==> config.mk <==
export PLATFORM = sky130hd
export DESIGN_NAME = gaussian_int_mul_mod_q
export DESIGN_NICKNAME = d
export VERILOG_FILES = /design/src/hw/rtl/gimq_pkg.sv /design/src/hw/rtl/gimq_in_reduce.sv /design/src/hw/rtl/gimq_cmul.sv /design/src/hw/rtl/gimq_reduce.sv /design/src/hw/rtl/gaussian_int_mul_mod_q.sv
export SDC_FILE = /design/constraint.sdc
export NUM_CORES = 2
export LEC_CHECK = 0
export BUFFER_PORTS_ARGS = -buffer_cell sky130_fd_sc_hd__buf_2
export CORE_MARGIN = 4
export CORE_UTILIZATION = 25
export CTS_BUF_LIST = sky130_fd_sc_hd__clkbuf_2
export DETAILED_ROUTE_END_ITERATION = 10
export GPL_ROUTABILITY_DRIVEN = 0
export PLACE_DENSITY_LB_ADDON = 0.25
export SETUP_SLACK_MARGIN = 0.3
export SLEW_MARGIN = 20
export SYNTH_ARGS = -nofsm -noshare
export SYNTH_HDL_FRONTEND = slang
export SYNTH_SLANG_ARGS = --single-unit
==> constraint.sdc <==
create_clock -name clk -period 10.9 [get_ports clk]
set_input_delay 0 -clock clk [delete_from_list [all_inputs] [get_ports clk]]
set_output_delay 0 -clock clk [all_outputs]
set_load 0.02 [all_outputs]
==> src/hw/rtl/gimq_pkg.sv <==
// shared constants, types and reduction helpers for the gaussian integer multiplier
`default_nettype none

package gimq_pkg;

	// modulus and derived widths
	localparam int unsigned Q       = 12289;
	localparam int unsigned IN_W    = 16;
	localparam int unsigned RES_W   = 14;
	localparam int unsigned PROD_W  = 28;
	localparam int unsigned SUM_W   = 29;
	localparam int unsigned REM_W   = 15;

	// q*q, used to keep the real-part difference non-negative
	localparam logic [PROD_W-1:0] QSQ = PROD_W'(Q * Q);

	// reciprocal for the quotient estimate: floor(2^32 / q)
	localparam int unsigned RECIP_SHIFT = 32;
	localparam int unsigned RECIP_W     = 19;
	localparam logic [RECIP_W-1:0] RECIP = RECIP_W'(349496);
	localparam int unsigned WIDE_W      = SUM_W + RECIP_W;
	localparam int unsigned QUOT_W      = 15;

	// modulus at the widths it is used at
	localparam logic [RES_W-1:0] Q_RES = RES_W'(Q);
	localparam logic [REM_W-1:0] Q_REM = REM_W'(Q);
	localparam logic [IN_W-1:0]  Q_IN  = IN_W'(Q);

	// per-stage load enables of the pipeline
	typedef struct packed {
		logic s1;
		logic s2;
		logic s3;
		logic s4;
		logic s5;
		logic s6;
	} pipe_en_t;

	// final correction: value below 2q to canonical residue
	function automatic logic [RES_W-1:0] cond_sub(input logic [REM_W-1:0] r);
		logic [REM_W-1:0] d;
		d = r - Q_REM;
		cond_sub = (r >= Q_REM) ? d[RES_W-1:0] : r[RES_W-1:0];
	endfunction

	// 16-bit coefficient mod q, quotient taken from the top five bits
	function automatic logic [RES_W-1:0] reduce_in(input logic [IN_W-1:0] x);
		logic [4:0]      top;
		logic [2:0]      k;
		logic [IN_W-1:0] kq;
		logic [IN_W-1:0] r;
		top = x[IN_W-1:IN_W-5];
		if (top <= 5'd6) begin
			k = 3'd0;
		end else if (top <= 5'd12) begin
			k = 3'd1;
		end else if (top <= 5'd18) begin
			k = 3'd2;
		end else if (top <= 5'd24) begin
			k = 3'd3;
		end else if (top <= 5'd30) begin
			k = 3'd4;
		end else begin
			k = 3'd5;
		end
		kq = IN_W'(k) * Q_IN;
		r = x - kq;
		reduce_in = cond_sub(r[REM_W-1:0]);
	endfunction

endpackage

`default_nettype wire

==> src/hw/rtl/gimq_in_reduce.sv <==
// stage 1: reduces the four input coefficients modulo q
`default_nettype none

module gimq_in_reduce (
	input  wire logic                          clk,
	input  wire gimq_pkg::pipe_en_t            en,
	input  wire logic [gimq_pkg::IN_W-1:0]     a_real,
	input  wire logic [gimq_pkg::IN_W-1:0]     a_imag,
	input  wire logic [gimq_pkg::IN_W-1:0]     b_real,
	input  wire logic [gimq_pkg::IN_W-1:0]     b_imag,
	output logic      [gimq_pkg::RES_W-1:0]    ar_s1,
	output logic      [gimq_pkg::RES_W-1:0]    ai_s1,
	output logic      [gimq_pkg::RES_W-1:0]    br_s1,
	output logic      [gimq_pkg::RES_W-1:0]    bi_s1
);

	// table quotient, subtract, one correction per lane
	always_ff @(posedge clk) begin
		if (en.s1) begin
			ar_s1 <= gimq_pkg::reduce_in(a_real);
			ai_s1 <= gimq_pkg::reduce_in(a_imag);
			br_s1 <= gimq_pkg::reduce_in(b_real);
			bi_s1 <= gimq_pkg::reduce_in(b_imag);
		end
	end

endmodule

`default_nettype wire

==> src/hw/rtl/gimq_cmul.sv <==
// stages 2 and 3: four partial products and their complex combination
`default_nettype none

module gimq_cmul (
	input  wire logic                          clk,
	input  wire gimq_pkg::pipe_en_t            en,
	input  wire logic [gimq_pkg::RES_W-1:0]    ar_s1,
	input  wire logic [gimq_pkg::RES_W-1:0]    ai_s1,
	input  wire logic [gimq_pkg::RES_W-1:0]    br_s1,
	input  wire logic [gimq_pkg::RES_W-1:0]    bi_s1,
	output logic      [gimq_pkg::SUM_W-1:0]    re_sum_s3,
	output logic      [gimq_pkg::SUM_W-1:0]    im_sum_s3
);

	logic [gimq_pkg::PROD_W-1:0] rr_s2;
	logic [gimq_pkg::PROD_W-1:0] ii_s2;
	logic [gimq_pkg::PROD_W-1:0] ri_s2;
	logic [gimq_pkg::PROD_W-1:0] ir_s2;
	logic [gimq_pkg::PROD_W-1:0] neg_ii;

	// partial products, each below q*q
	always_ff @(posedge clk) begin
		if (en.s2) begin
			rr_s2 <= gimq_pkg::PROD_W'(ar_s1) * gimq_pkg::PROD_W'(br_s1);
			ii_s2 <= gimq_pkg::PROD_W'(ai_s1) * gimq_pkg::PROD_W'(bi_s1);
			ri_s2 <= gimq_pkg::PROD_W'(ar_s1) * gimq_pkg::PROD_W'(bi_s1);
			ir_s2 <= gimq_pkg::PROD_W'(ai_s1) * gimq_pkg::PROD_W'(br_s1);
		end
	end

	// real part offset by q*q so it never goes negative
	assign neg_ii = gimq_pkg::QSQ - ii_s2;

	always_ff @(posedge clk) begin
		if (en.s3) begin
			re_sum_s3 <= gimq_pkg::SUM_W'(rr_s2) + gimq_pkg::SUM_W'(neg_ii);
			im_sum_s3 <= gimq_pkg::SUM_W'(ri_s2) + gimq_pkg::SUM_W'(ir_s2);
		end
	end

endmodule

`default_nettype wire

==> src/hw/rtl/gimq_reduce.sv <==
// stages 4 to 6: reciprocal-based reduction of a value below 2*q*q
`default_nettype none

module gimq_reduce (
	input  wire logic                          clk,
	input  wire gimq_pkg::pipe_en_t            en,
	input  wire logic [gimq_pkg::SUM_W-1:0]    sum_s3,
	output logic      [gimq_pkg::RES_W-1:0]    res_s6
);

	logic [gimq_pkg::WIDE_W-1:0] est_s4;
	logic [gimq_pkg::SUM_W-1:0]  sum_s4;
	logic [gimq_pkg::QUOT_W-1:0] quot;
	logic [gimq_pkg::SUM_W-1:0]  quot_q_prod;
	logic [gimq_pkg::REM_W-1:0]  rem_s5;

	// quotient estimate, at most one below the true quotient
	always_ff @(posedge clk) begin
		if (en.s4) begin
			est_s4 <= gimq_pkg::WIDE_W'(sum_s3) * gimq_pkg::WIDE_W'(gimq_pkg::RECIP);
			sum_s4 <= sum_s3;
		end
	end

	assign quot        = est_s4[gimq_pkg::RECIP_SHIFT +: gimq_pkg::QUOT_W];
	assign quot_q_prod = gimq_pkg::SUM_W'(quot) * gimq_pkg::SUM_W'(gimq_pkg::Q);

	// remainder lands below 2q, so the low bits are enough
	always_ff @(posedge clk) begin
		if (en.s5) begin
			rem_s5 <= sum_s4[gimq_pkg::REM_W-1:0] - quot_q_prod[gimq_pkg::REM_W-1:0];
		end
	end

	// final correction to the canonical residue
	always_ff @(posedge clk) begin
		if (en.s6) begin
			res_s6 <= gimq_pkg::cond_sub(rem_s5);
		end
	end

endmodule

`default_nettype wire

==> src/hw/rtl/gaussian_int_mul_mod_q.sv <==
// gaussian integer product modulo 12289, six-stage pipeline
// each word passes the stage registers s1 to s6 in turn before it shows at the outputs
// throughput: one word per cycle unless the output stalls; each stage register holds one word
// a stall at the output backs up stage by stage, so bubbles in the pipe still take words
// reset (arst_n low, asynchronous) clears all stage valid bits; data registers are not reset
`default_nettype none

module gaussian_int_mul_mod_q (
	input  wire logic                          clk,
	input  wire logic                          arst_n,
	input  wire logic                          in_valid,
	output logic                               in_ready,
	input  wire logic [gimq_pkg::IN_W-1:0]     a_real,
	input  wire logic [gimq_pkg::IN_W-1:0]     a_imag,
	input  wire logic [gimq_pkg::IN_W-1:0]     b_real,
	input  wire logic [gimq_pkg::IN_W-1:0]     b_imag,
	output logic                               out_valid,
	input  wire logic                          out_ready,
	output logic      [gimq_pkg::RES_W-1:0]    prod_real,
	output logic      [gimq_pkg::RES_W-1:0]    prod_imag
);

	gimq_pkg::pipe_en_t en;

	logic vld_s1, vld_s2, vld_s3, vld_s4, vld_s5, vld_s6;

	logic [gimq_pkg::RES_W-1:0] ar_s1, ai_s1, br_s1, bi_s1;
	logic [gimq_pkg::SUM_W-1:0] re_sum_s3, im_sum_s3;

	// a stage loads when it is empty or its word moves on
	always_comb begin
		en.s6 = !vld_s6 || out_ready;
		en.s5 = !vld_s5 || en.s6;
		en.s4 = !vld_s4 || en.s5;
		en.s3 = !vld_s3 || en.s4;
		en.s2 = !vld_s2 || en.s3;
		en.s1 = !vld_s1 || en.s2;
	end

	assign in_ready  = en.s1;
	assign out_valid = vld_s6;

	// valid bits travel with the data
	always_ff @(posedge clk or negedge arst_n) begin
		if (!arst_n) begin
			vld_s1 <= 1'b0;
			vld_s2 <= 1'b0;
			vld_s3 <= 1'b0;
			vld_s4 <= 1'b0;
			vld_s5 <= 1'b0;
			vld_s6 <= 1'b0;
		end else begin
			if (en.s1) vld_s1 <= in_valid;
			if (en.s2) vld_s2 <= vld_s1;
			if (en.s3) vld_s3 <= vld_s2;
			if (en.s4) vld_s4 <= vld_s3;
			if (en.s5) vld_s5 <= vld_s4;
			if (en.s6) vld_s6 <= vld_s5;
		end
	end

	// input reduction
	gimq_in_reduce u_in_reduce (
		.clk    (clk),
		.en     (en),
		.a_real (a_real),
		.a_imag (a_imag),
		.b_real (b_real),
		.b_imag (b_imag),
		.ar_s1  (ar_s1),
		.ai_s1  (ai_s1),
		.br_s1  (br_s1),
		.bi_s1  (bi_s1)
	);

	// complex multiply
	gimq_cmul u_cmul (
		.clk       (clk),
		.en        (en),
		.ar_s1     (ar_s1),
		.ai_s1     (ai_s1),
		.br_s1     (br_s1),
		.bi_s1     (bi_s1),
		.re_sum_s3 (re_sum_s3),
		.im_sum_s3 (im_sum_s3)
	);

	// output reduction, one unit per part
	gimq_reduce u_reduce_re (
		.clk    (clk),
		.en     (en),
		.sum_s3 (re_sum_s3),
		.res_s6 (prod_real)
	);

	gimq_reduce u_reduce_im (
		.clk    (clk),
		.en     (en),
		.sum_s3 (im_sum_s3),
		.res_s6 (prod_imag)
	);

endmodule

`default_nettype wire

After elaboration in Yosys (flattened, before gate mapping):

Index checks and enable logic that the tools add are counted.

* flip-flop bits (word level): 408
* latch bits: 0
* memory bits (writable): 0
* ROM bits: 0
* output and inout bits: 30
* memories kept: 0

* $add $sub $neg: 15
* multipliers: 12
* divide/modulo/power cells: 0
* magnitude comparators: 26
* equal/unequal tests: 0
* shift-type cells: 0
* muxes and demuxes: 30
* bitwise operators: 0
* reduce and logical (&&, ||, !) cells: 12

Operators by type and width (number)
* 14-bit by 14-bit multiplier with 28-bit output: 4
* 15-bit by 14-bit >= comparator with 1-bit output, second input constant: 6
* 15-bit subtractor: 6
* 29-bit by 16-bit multiplier with 44-bit output, second input constant: 2
* 14-bit 2-to-1 mux: 6
* 14-bit subtractor, second input constant: 6
* 5-bit <= comparator, second input constant: 12
* 3-bit by 14-bit multiplier with 15-bit output, second input constant: 4
* 3-bit 2-to-1 mux: 20
* 28-bit by 28-bit adder with 29-bit output: 2
* 15-bit by 14-bit multiplier with 15-bit output, second input constant: 2
* 28-bit subtractor, first input constant: 1
* 5-bit by 3-bit <= comparator with 1-bit output, second input constant: 4
* 5-bit by 4-bit <= comparator with 1-bit output, second input constant: 4
* 1-bit zero test: 6
* 1-bit logical OR: 6
* 1-bit 2-to-1 mux: 4

Longest topological paths before layout:

* word-level depth: 12
* mapped depth: 27
* gate-level depth less buffers: 25

Cells and area by module:

A second synthesis with hierarchy kept.

* cells, all modules: 6760
* area, all modules: 64653.3 um2

Modules (own cells, without submodules)
* gimq_cmul: instances 1, cells each 3798, area each 35124.9 um2, seq. area each 5104.9 um2
* gimq_reduce: instances 2, cells each 1120, area each 11593.6 um2, seq. area each 1771.7 um2
* gimq_in_reduce: instances 1, cells each 702, area each 6092.1 um2, seq. area each 1681.6 um2
* gaussian_int_mul_mod_q: instances 1, cells each 20, area each 249.0 um2, seq. area each 150.1 um2

Worst setup path after synthesis:

Ideal clock, no wire load.

* kind: register -> register
* start point: register u_in_reduce.bi_s1[2] (netlist bit)
* end point: register u_cmul.ri_s2[27] (netlist bit) (data pin)
* library setup time: 260 ps
* arrival: 6130 ps
* required time: 10640 ps
* setup slack: 4510 ps
* cell stages (with the launch flop): 28
* path buffers: 2
* period minus slack after synthesis: 6390 ps
* path through: edfxtp_1 -> clkbuf_1 -> clkbuf_1 -> and2_1 -> fa_1 -> inv_1 -> fa_1 -> inv_1 -> fa_1 -> inv_1 -> fa_1 -> inv_1 -> fa_1 -> inv_1 -> fa_1 -> inv_1 -> ha_1 -> a21o_1 -> a21oi_1 -> nor2b_1 -> o21a_1 -> a211o_1 -> o2111ai_1 -> a31oi_1 -> o31a_1 -> o21a_1 -> nor2_1 -> xnor2_1

* longest elaborated chain between the ends: 1

RTL lines
* start, declared: RTL line gimq_in_reduce.sv:14 `output logic [gimq_pkg::RES_W-1:0] bi_s1`
* start signal, assigned: RTL line gimq_in_reduce.sv:23 `bi_s1 <= gimq_pkg::reduce_in(b_imag);`
* 14-bit by 14-bit multiplier with 28-bit output: RTL line gimq_cmul.sv:26 `ri_s2 <= gimq_pkg::PROD_W'(ar_s1) * gimq_pkg::PROD_W'(bi_s1);`
* end signal, assigned: RTL line gimq_cmul.sv:26
* end, declared: RTL line gimq_cmul.sv:17 `logic [gimq_pkg::PROD_W-1:0] ri_s2;`

No other way between the ends.
A chain may end at the register's enable or synchronous reset.

Worst setup path in the final report:

* start point: register u_in_reduce.bi_s1[3] (netlist bit)
* end point: register u_cmul.ri_s2[27] (netlist bit) (data pin)

The elaborated chain is that of the path after synthesis.

==> results by group <==
Setup path
  • Setup CP Type: reg2reg
  • R2R Path Start: u_in_reduce.bi_s1[3]
  • Worst Setup End Kind: flip-flop
  • Crit start category: flip-flop
  • Top delay family on crit path: adder cells
  • Crit-path max FO: 28
  • CP required: 12.00 ns
  • Critical Path Source: u_in_reduce.bi_s1[3]
  • Slowest-stage cell, CP: edfxtp_1
  • CP max stage delay: 0.74 ns
  • WP data arrival: 8.23 ns
  • Critical path buffers and inverters: 6

Worst hold path
  • Hold_sp: a_real[5]
  • Worst min path class: in2reg

Route
  • WL/cell: 14.8 um
  • Vias/cell: 4.28
  • First-pass DRT Iterations: 5
  • DR DRC count: 0
  • Via count: approximately 44,000
  • Wirelength, routed: 151,000 um
  • First DRT Iteration DRCs: 1,715
  • Routed Antenna Nets: 0

CTS
  • CTS clk-pin slew, worst paths: 0.12 ns
  • Sink Count: between 300 and 400
  • CTS tree: done
  • CTS Buf Count: between 90 and 100
  • Post-CTS Setup Inserts: 0
  • Max Root-Sink Buffers: 3
  • Later-pin clock latency in the skew report: 1.44 ns
  • H-Tree Depth: 3
  • Root Buffer: clkbuf_2

Floorplan
  • I/O pin total: 98
  • Row cnt: roughly 180
  • Die ar.: 259,000 um^2
  • Initial Util: 0.252
  • Die height: just over 500 um
  • Core area: 249,000 um^2
  • Die width: 509 um

Synthesis
  • Count of cell types in the netlist: 102
  • Largest cells by area after synthesis: fa_1 29%, ha_1 19%, edfxtp_1 16%
  • Yosys warns: 0
  • Mapped cell area: 62,700 um^2
  • Synth top area share: 0.294
  • Seq cells post-synth: 350
  • Async SR Flop Fraction: 0.0171
  • Syn nets: ~8,400
  • Cells after Synth: about 6,500
  • Avg Cell Area, Syn: ~9.7 um^2
  • Primary FF master, synth: edfxtp_1
  • Number of synthesized flops with an enable pin: roughly 340
  • Seq/Total Area, Yosys: 0.167
  • Post-synth top area cell: fa_1

GRT
  • Number of global-route vias before repair: 47,274
  • Initial antenna violation count: 13
  • First-pass GRT wire length: 251,000 um
  • Grt total ovfl: 0
  • GRT Overall Usage: 0.120
  • Largest net degree at the start of global routing: 63

Timing
  • Slew headroom: 0.338
  • Slew @ Worst Pin: 0.992 ns
  • Setup TNS: 0 ns
  • Fin crit period: 7.13 ns
  • Worst Skew: around 0.11 ns
  • Max Fclk: approximately 140 MHz
  • RSZ-0062 raised after global routing: false
  • Final period utilization: 0.654
  • Hold Violations, Final: 0
  • Final setup violation count: 0
  • Slew Viols, Final: 0
  • Worst hold margin: ~0.31 ns

Place
  • I/O Buffers: 97
  • Hpwl dp: between 100,000 and 150,000 um
  • Placed instance area: 67,000 um^2

Cells and area
  • Post-route design area: approximately 70,000 um^2
  • Syn-to-layout area delta: 13.0%
  • Layout cells sized above 1: 0.0528
  • Most frequent cells in the layout: 1,474 x inv_1, 973 x ha_1, 920 x fa_1
  • Final net count: between 8,000 and 9,000
  • Commonest non-fill, non-tap cell in the layout: inv_1

Outcome
  • Status: finished clean

Flow run
  • Maxcap violations: 0
-- logic make-up after synthesis --
| family | Yosys count | share of synthesized area |
|---|---|---|
| xor+xnor | 364 | 0.0509 |
| fa+ha+maj | 1895 | 0.488 |
| compound gates | 637 | 0.0689 |
| simple gates | 1546 | 0.123 |
| flops | 350 | 0.167 |
| mux | 9 | 0.00146 |
| buf+inv | 1670 | 0.101 |
-- layout make-up --
| cell class | instances | area (um^2) |
|---|---|---|
| antenna | 11 | 27.5 |
| tap | 3330 | 4170 |
| timing repair buffer | 441 | 3790 |
| clock inverter | 41 | 272 |
| inverter | 1475 | 5540 |
| multi-input combinational | 4451 | 45900 |
| fill | 26634 | 178000 |
| sequential | 350 | 10500 |
| clock buffer | 132 | 661 |
-- metrics by stage --
step                      worst slack, ns  instances   util
after floorplan                      4.51       6471      -
after global placement               3.77       9761  0.269
after detailed placement             3.87       9761  0.269
after CTS                            3.72      10219  0.284
after global routing                 3.34      10226  0.284
final                                3.77      10231  0.284
-- worst min-delay path, delay by kind of cell --
kind / cells / cell delay, ns
AO/OA/AOI/OAI: 1 / 0.07
buffers and inverters: 3 / 1.22
AND/OR/NAND/NOR: 1 / 0.13
XOR/XNOR: 1 / 0.16
-- Yosys cell counts, drive strengths merged, types with 17 or more instances --
| master | instances |
|---|---|
| inv | 1475 |
| xor2 | 110 |
| nor2b | 48 |
| and3 | 28 |
| a31oi | 21 |
| o21ai | 114 |
| or3 | 17 |
| o21a | 47 |
| o21bai | 27 |
| fa | 920 |
| a21boi | 19 |
| nand3 | 73 |
| nor2 | 212 |
| a21oi | 166 |
| nand2b | 40 |
| xnor2 | 254 |
| ha | 973 |
| nor3 | 90 |
| nand2 | 551 |
| nor4 | 21 |
| a21o | 89 |
| and2 | 393 |
| clkbuf | 182 |
| edfxtp | 344 |
-- path summary, 6_finish.rpt --
check / depth (start not counted) / slack (ns) / to
hold / removal: 6 / 0.31 / u_in_reduce.ar_s1[6]
max in group asynchronous: 5 / 10.02 / vld_s4
setup / recovery: 25 / 3.77 / u_cmul.ri_s2[27]
min in group asynchronous: 5 / 0.65 / vld_s3
hold reg to reg: 2 / 0.46 / vld_s4
setup reg to reg: 25 / 3.77 / u_cmul.ri_s2[27]
-- what timing repair did --
item                                    in CTS  in global routing
gates resized for setup                      0                  0
endpoints found under the setup margin       0                  0
hold buffers                               285                  0
hold endpoints to repair                   185                  0
-- flip-flops by register name (all words and copies together) (netlist names), 14 cells and up --
signal              cells
u_cmul.ir_s2           28
u_reduce_im.est_s4     15
u_in_reduce.ai_s1      14
u_cmul.im_sum_s3       29
u_reduce_re.sum_s4     15
u_in_reduce.bi_s1      14
u_reduce_im.res_s6     14
u_reduce_im.sum_s4     15
u_reduce_re.res_s6     14
u_in_reduce.ar_s1      14
u_reduce_im.rem_s5     15
u_cmul.ri_s2           28
u_cmul.rr_s2           28
u_cmul.re_sum_s3       29
u_reduce_re.rem_s5     15
u_reduce_re.est_s4     15
u_in_reduce.br_s1      14
u_cmul.ii_s2           28
-- routing by layer --
| layer | global-route usage | wire length (um) | vias to the layer above | share of wire |
|---|---|---|---|---|
| met1 | 0.167 | 73100 | 21721 | 0.48 |
| met2 | 0.200 | 69700 | 679 | 0.46 |
| met4 | 0.0249 | 2930 | 2 | 0.019 |
| met5 | 0 | 20 | - | 0.00013 |
| li1 | - | - | 21237 | - |
| met3 | 0.0164 | 5530 | 167 | 0.037 |
Power is not shown: default switching activity piles up to over one toggle a cycle in this logic, so the estimate is an artifact.
